--- src/rtl/core/ffa_ram.sv ---
// Generic single-write, single-read synchronous RAM with registered read data.
module ffa_ram #(
   parameter int WIDTH = 8,
   parameter int DEPTH = 16
) (
   input  logic                     clock,
   input  logic                     wr_en,
   input  logic [$clog2(DEPTH)-1:0] wr_addr,
   input  logic [WIDTH-1:0]         wr_data,
   input  logic [$clog2(DEPTH)-1:0] rd_addr,
   output logic [WIDTH-1:0]         rd_data
);

   logic [WIDTH-1:0] mem [DEPTH];

   always_ff @(posedge clock) begin
      if (wr_en) begin
         mem[wr_addr] <= wr_data;
      end
      rd_data <= mem[rd_addr];
   end

endmodule

--- config.mk ---
export PLATFORM = sky130hd
export DESIGN_NAME = ffa_ram
export DESIGN_NICKNAME = d
export VERILOG_FILES = /design/src/rtl/core/ffa_ram.sv
export SDC_FILE = /design/constraint.sdc
export NUM_CORES = 1
export LEC_CHECK = 0
export ABC_AREA = 0
export CAP_MARGIN = 40
export CORE_MARGIN = 2
export CORE_UTILIZATION = 29
export DETAILED_ROUTE_END_ITERATION = 6
export DONT_BUFFER_PORTS = 1
export HOLD_SLACK_MARGIN = 0.1
export SLEW_MARGIN = 20
export SYNTH_ARGS = -nofsm -noshare
export SYNTH_HDL_FRONTEND = slang
export SYNTH_SLANG_ARGS = --single-unit
--- constraint.sdc ---
create_clock -name clock -period 1.9 [get_ports clock]
set_input_delay 0.19 -clock clock [delete_from_list [all_inputs] [get_ports clock]]
set_output_delay 0.19 -clock clock [all_outputs]
set_load 0.05 [all_outputs]
==> flow_metrics.env <==
export IMPL_crit_required_ps=2200
export IMPL_start_util_pct=29.76
export IMPL_slew_violations=0
export IMPL_mappedNetlistNets=247
export IMPL_final_antenna_net_count=0
export IMPL_core_area_um2=17300
export IMPL_end_kind="register"
export IMPL_setup_viol=0
export IMPL_mostFrequentLayoutCells="edfxtp_1 (128), buf_4 (21), mux4_2 (18), clkbuf_16 (17), a22oi_1 (16)"
export IMPL_grt_start_max_net_pins=33
export IMPL_switchingPower_mw=1.362
export IMPL_drt_first_pass_iters=4
export IMPL_synth_seq_cells=136
export IMPL_clk_pin_slew_ps=60
export IMPL_synth_top_area_cell="edfxtp_1"
export IMPL_rows=48
export IMPL_cts_sinks=136
export IMPL_finalClockSkew_ps=4.810
export IMPL_crit_fanout=23
export IMPL_hold_viol=0
export IMPL_p_leak_nw=2.022
export IMPL_syn_avg_cell_area_um2=22.48
export IMPL_antenna_found_initial=1
export IMPL_routed_wl_um=10820
export IMPL_synth_top_area_share_pct=74.67
export IMPL_synthDistinctLibCells=19
export IMPL_cts_tree="done"
export IMPL_syn_instance_count=229
export IMPL_yosys_warnings=0
export IMPL_place_hpwl_um=6641
export IMPL_yosysSeqAreaShare_pct=77.78
export IMPL_relSlewSlack_pct=51.77
export IMPL_vias=2428
export IMPL_cp_start_kind="input port"
export IMPL_route_detailed_drc=0
export IMPL_cts_buffers=17
export IMPL_grt_use_total_pct=12.67
export IMPL_max_clock_path_buffers=2
export IMPL_tightest_slew_ps=721.1
export IMPL_arrival_ps=1890
export IMPL_fin_crit_ps=1588
export IMPL_cts_resized=0
export IMPL_die_height_um=137.2
export IMPL_layout_drive_gt1_share_pct=22.50
export IMPL_internal_power_mw=5.630
export IMPL_p_total_mw=6.992
export IMPL_clock_latency_ps=410
export IMPL_syn_area_um2=5147
export IMPL_syn_to_final_growth_pct=20.08
export IMPL_wire_per_inst_um=21.42
export IMPL_io_pins=26
export IMPL_tns_ps=0
export IMPL_synth_area_leaders="edfxtp_1 (75%), mux4_2 (7.9%), mux4_1 (7.1%)"
export IMPL_antenna_cells=0
export IMPL_post_cts_setup_buffers=0
export IMPL_power_density_nw_per_um2=1131
export IMPL_place_congestion=0.7134
export IMPL_status="finished clean"
export IMPL_drt_initial_drc_count=179
export IMPL_layout_commonest_cell="edfxtp_1"
export IMPL_root_buffer="clkbuf_16"
export IMPL_grt_setup_unrepaired="false"
export IMPL_fillCellCount=1627
export IMPL_pwr_share_comb_pct=3.6
export IMPL_max_vdd_ir_drop_uv=682.3
export IMPL_maxCapViolCount=0
export IMPL_cts_htree_levels=4
export IMPL_die_w_um=137.2
export IMPL_seqPwrFrac_pct=49.4
export IMPL_min_period_over_period_pct=83.60
export IMPL_clockPowerShare_pct=47.0
export IMPL_grt_overflow_total=0
export IMPL_fmax_ghz=0.6296
export IMPL_grt_pass1_vias=2564
export IMPL_vias_per_cell=4.808
export IMPL_hold_class="input port to register"
export IMPL_grt_first_pass_wirelength_um=16290
export IMPL_critPathKind="input port to register"
export IMPL_p_sw_share_pct=19.48
export IMPL_die_area_um2=18830
export IMPL_io_buffers=0
export IMPL_layout_nets=286
[logic make-up (layout without fill, tap and decap cells)]
| group | after synthesis | in the layout | share of synthesized area [%] |
|---|---|---|---|
| compound gates | 16 | 16 | 2.334 |
| flops | 136 | 136 | 77.78 |
| buf+inv | 10 | 61 | 1.677 |
| mux | 32 | 32 | 15.02 |
| simple gates | 35 | 35 | 3.184 |
[power groups by stage]
stage                     clock network [mW]  logic (mW)  registers [mW]
after floorplan                            0       0.170            3.50
after global placement                     0       0.190            3.52
after detailed placement                   0       0.193            3.52
after CTS                               3.35       0.252            3.46
after global routing                    3.49       0.271            3.46
final                                   3.29       0.249            3.46
[Yosys cell counts]
cell type	instances
and2_1	1
dfxtp_1	8
mux4_1	14
nor2b_1	1
buf_6	3
nor2_1	13
buf_4	1
nand2b_1	2
buf_2	3
clkdlybuf4s25_2	3
nor3_1	4
edfxtp_1	128
nand3b_1	2
a22oi_1	16
nand2_1	9
nand3_1	1
or3b_2	1
mux4_2	18
and2b_1	1
[metal layers]
| metal | global-route usage (%) | up-vias | routed length [um] |
|---|---|---|---|
| met1 | 17.11 | 1277 | 4956 |
| li1 | - | 1054 | - |
| met5 | 0 | - | 13 |
| met4 | 4.124 | 2 | 94 |
| met3 | 5.372 | 9 | 818 |
| met2 | 18.49 | 86 | 4932 |
[final timing paths]
kind / startpoint / end / slack (ps) / depth (start not counted)
max reg2reg: mem[1][2] / rd_data[2] / 430 / 3
max: rd_addr[1] / rd_data[1] / 310 / 4
min reg2reg: mem[14][2] / rd_data[2] / 680 / 3
min: rd_addr[1] / rd_data[7] / 120 / 3
[layout make-up]
cell class              instances  area, um^2  share of cell area, %
clock buffers                  19       432.9                  7.004
clock inverters                12       157.7                  2.551
multi-input cells              83        1057                  17.11
flip-flops and latches        136        4004                  64.78
well taps                     225       281.5                  4.555
repair buffers                 30       247.7                  4.008
[stage by stage]
| step | util [%] | instance area [um^2] | hold slack (ps) | std cells | worst slack (ps) |
|---|---|---|---|---|---|
| 2_1_floorplan | - | 5147 | 288.9 | 229 | 217.1 |
| 3_3_place_gp | 31.80 | 5500 | 289.6 | 465 | 492.0 |
| 3_5_place_dp | 31.80 | 5500 | 289.7 | 465 | 447.2 |
| 4_1_cts | 35.74 | 6181 | 100.1 | 505 | 358.6 |
| 5_1_grt | 35.74 | 6181 | 122.6 | 505 | 241.5 |
| 6_report | 35.74 | 6181 | 118.9 | 505 | 311.6 |
[registers in the layout, summed over array words and instances (netlist names)]
signal	cells
rd_data	8
mem	128
[worst max-delay path: stages]
cell and delay [ps]:
dlygate4sd3_1 1000, mux4_1 400, a22oi_1 200, nand2_1 80
[timing repair]
| action | CTS | global route |
|---|---|---|
| hold buffers | 9 | 0 |
| endpoints found under the hold margin | 135 | 0 |
| endpoints found under the setup margin | 0 | 0 |
Power figures use the tool's default switching activity.
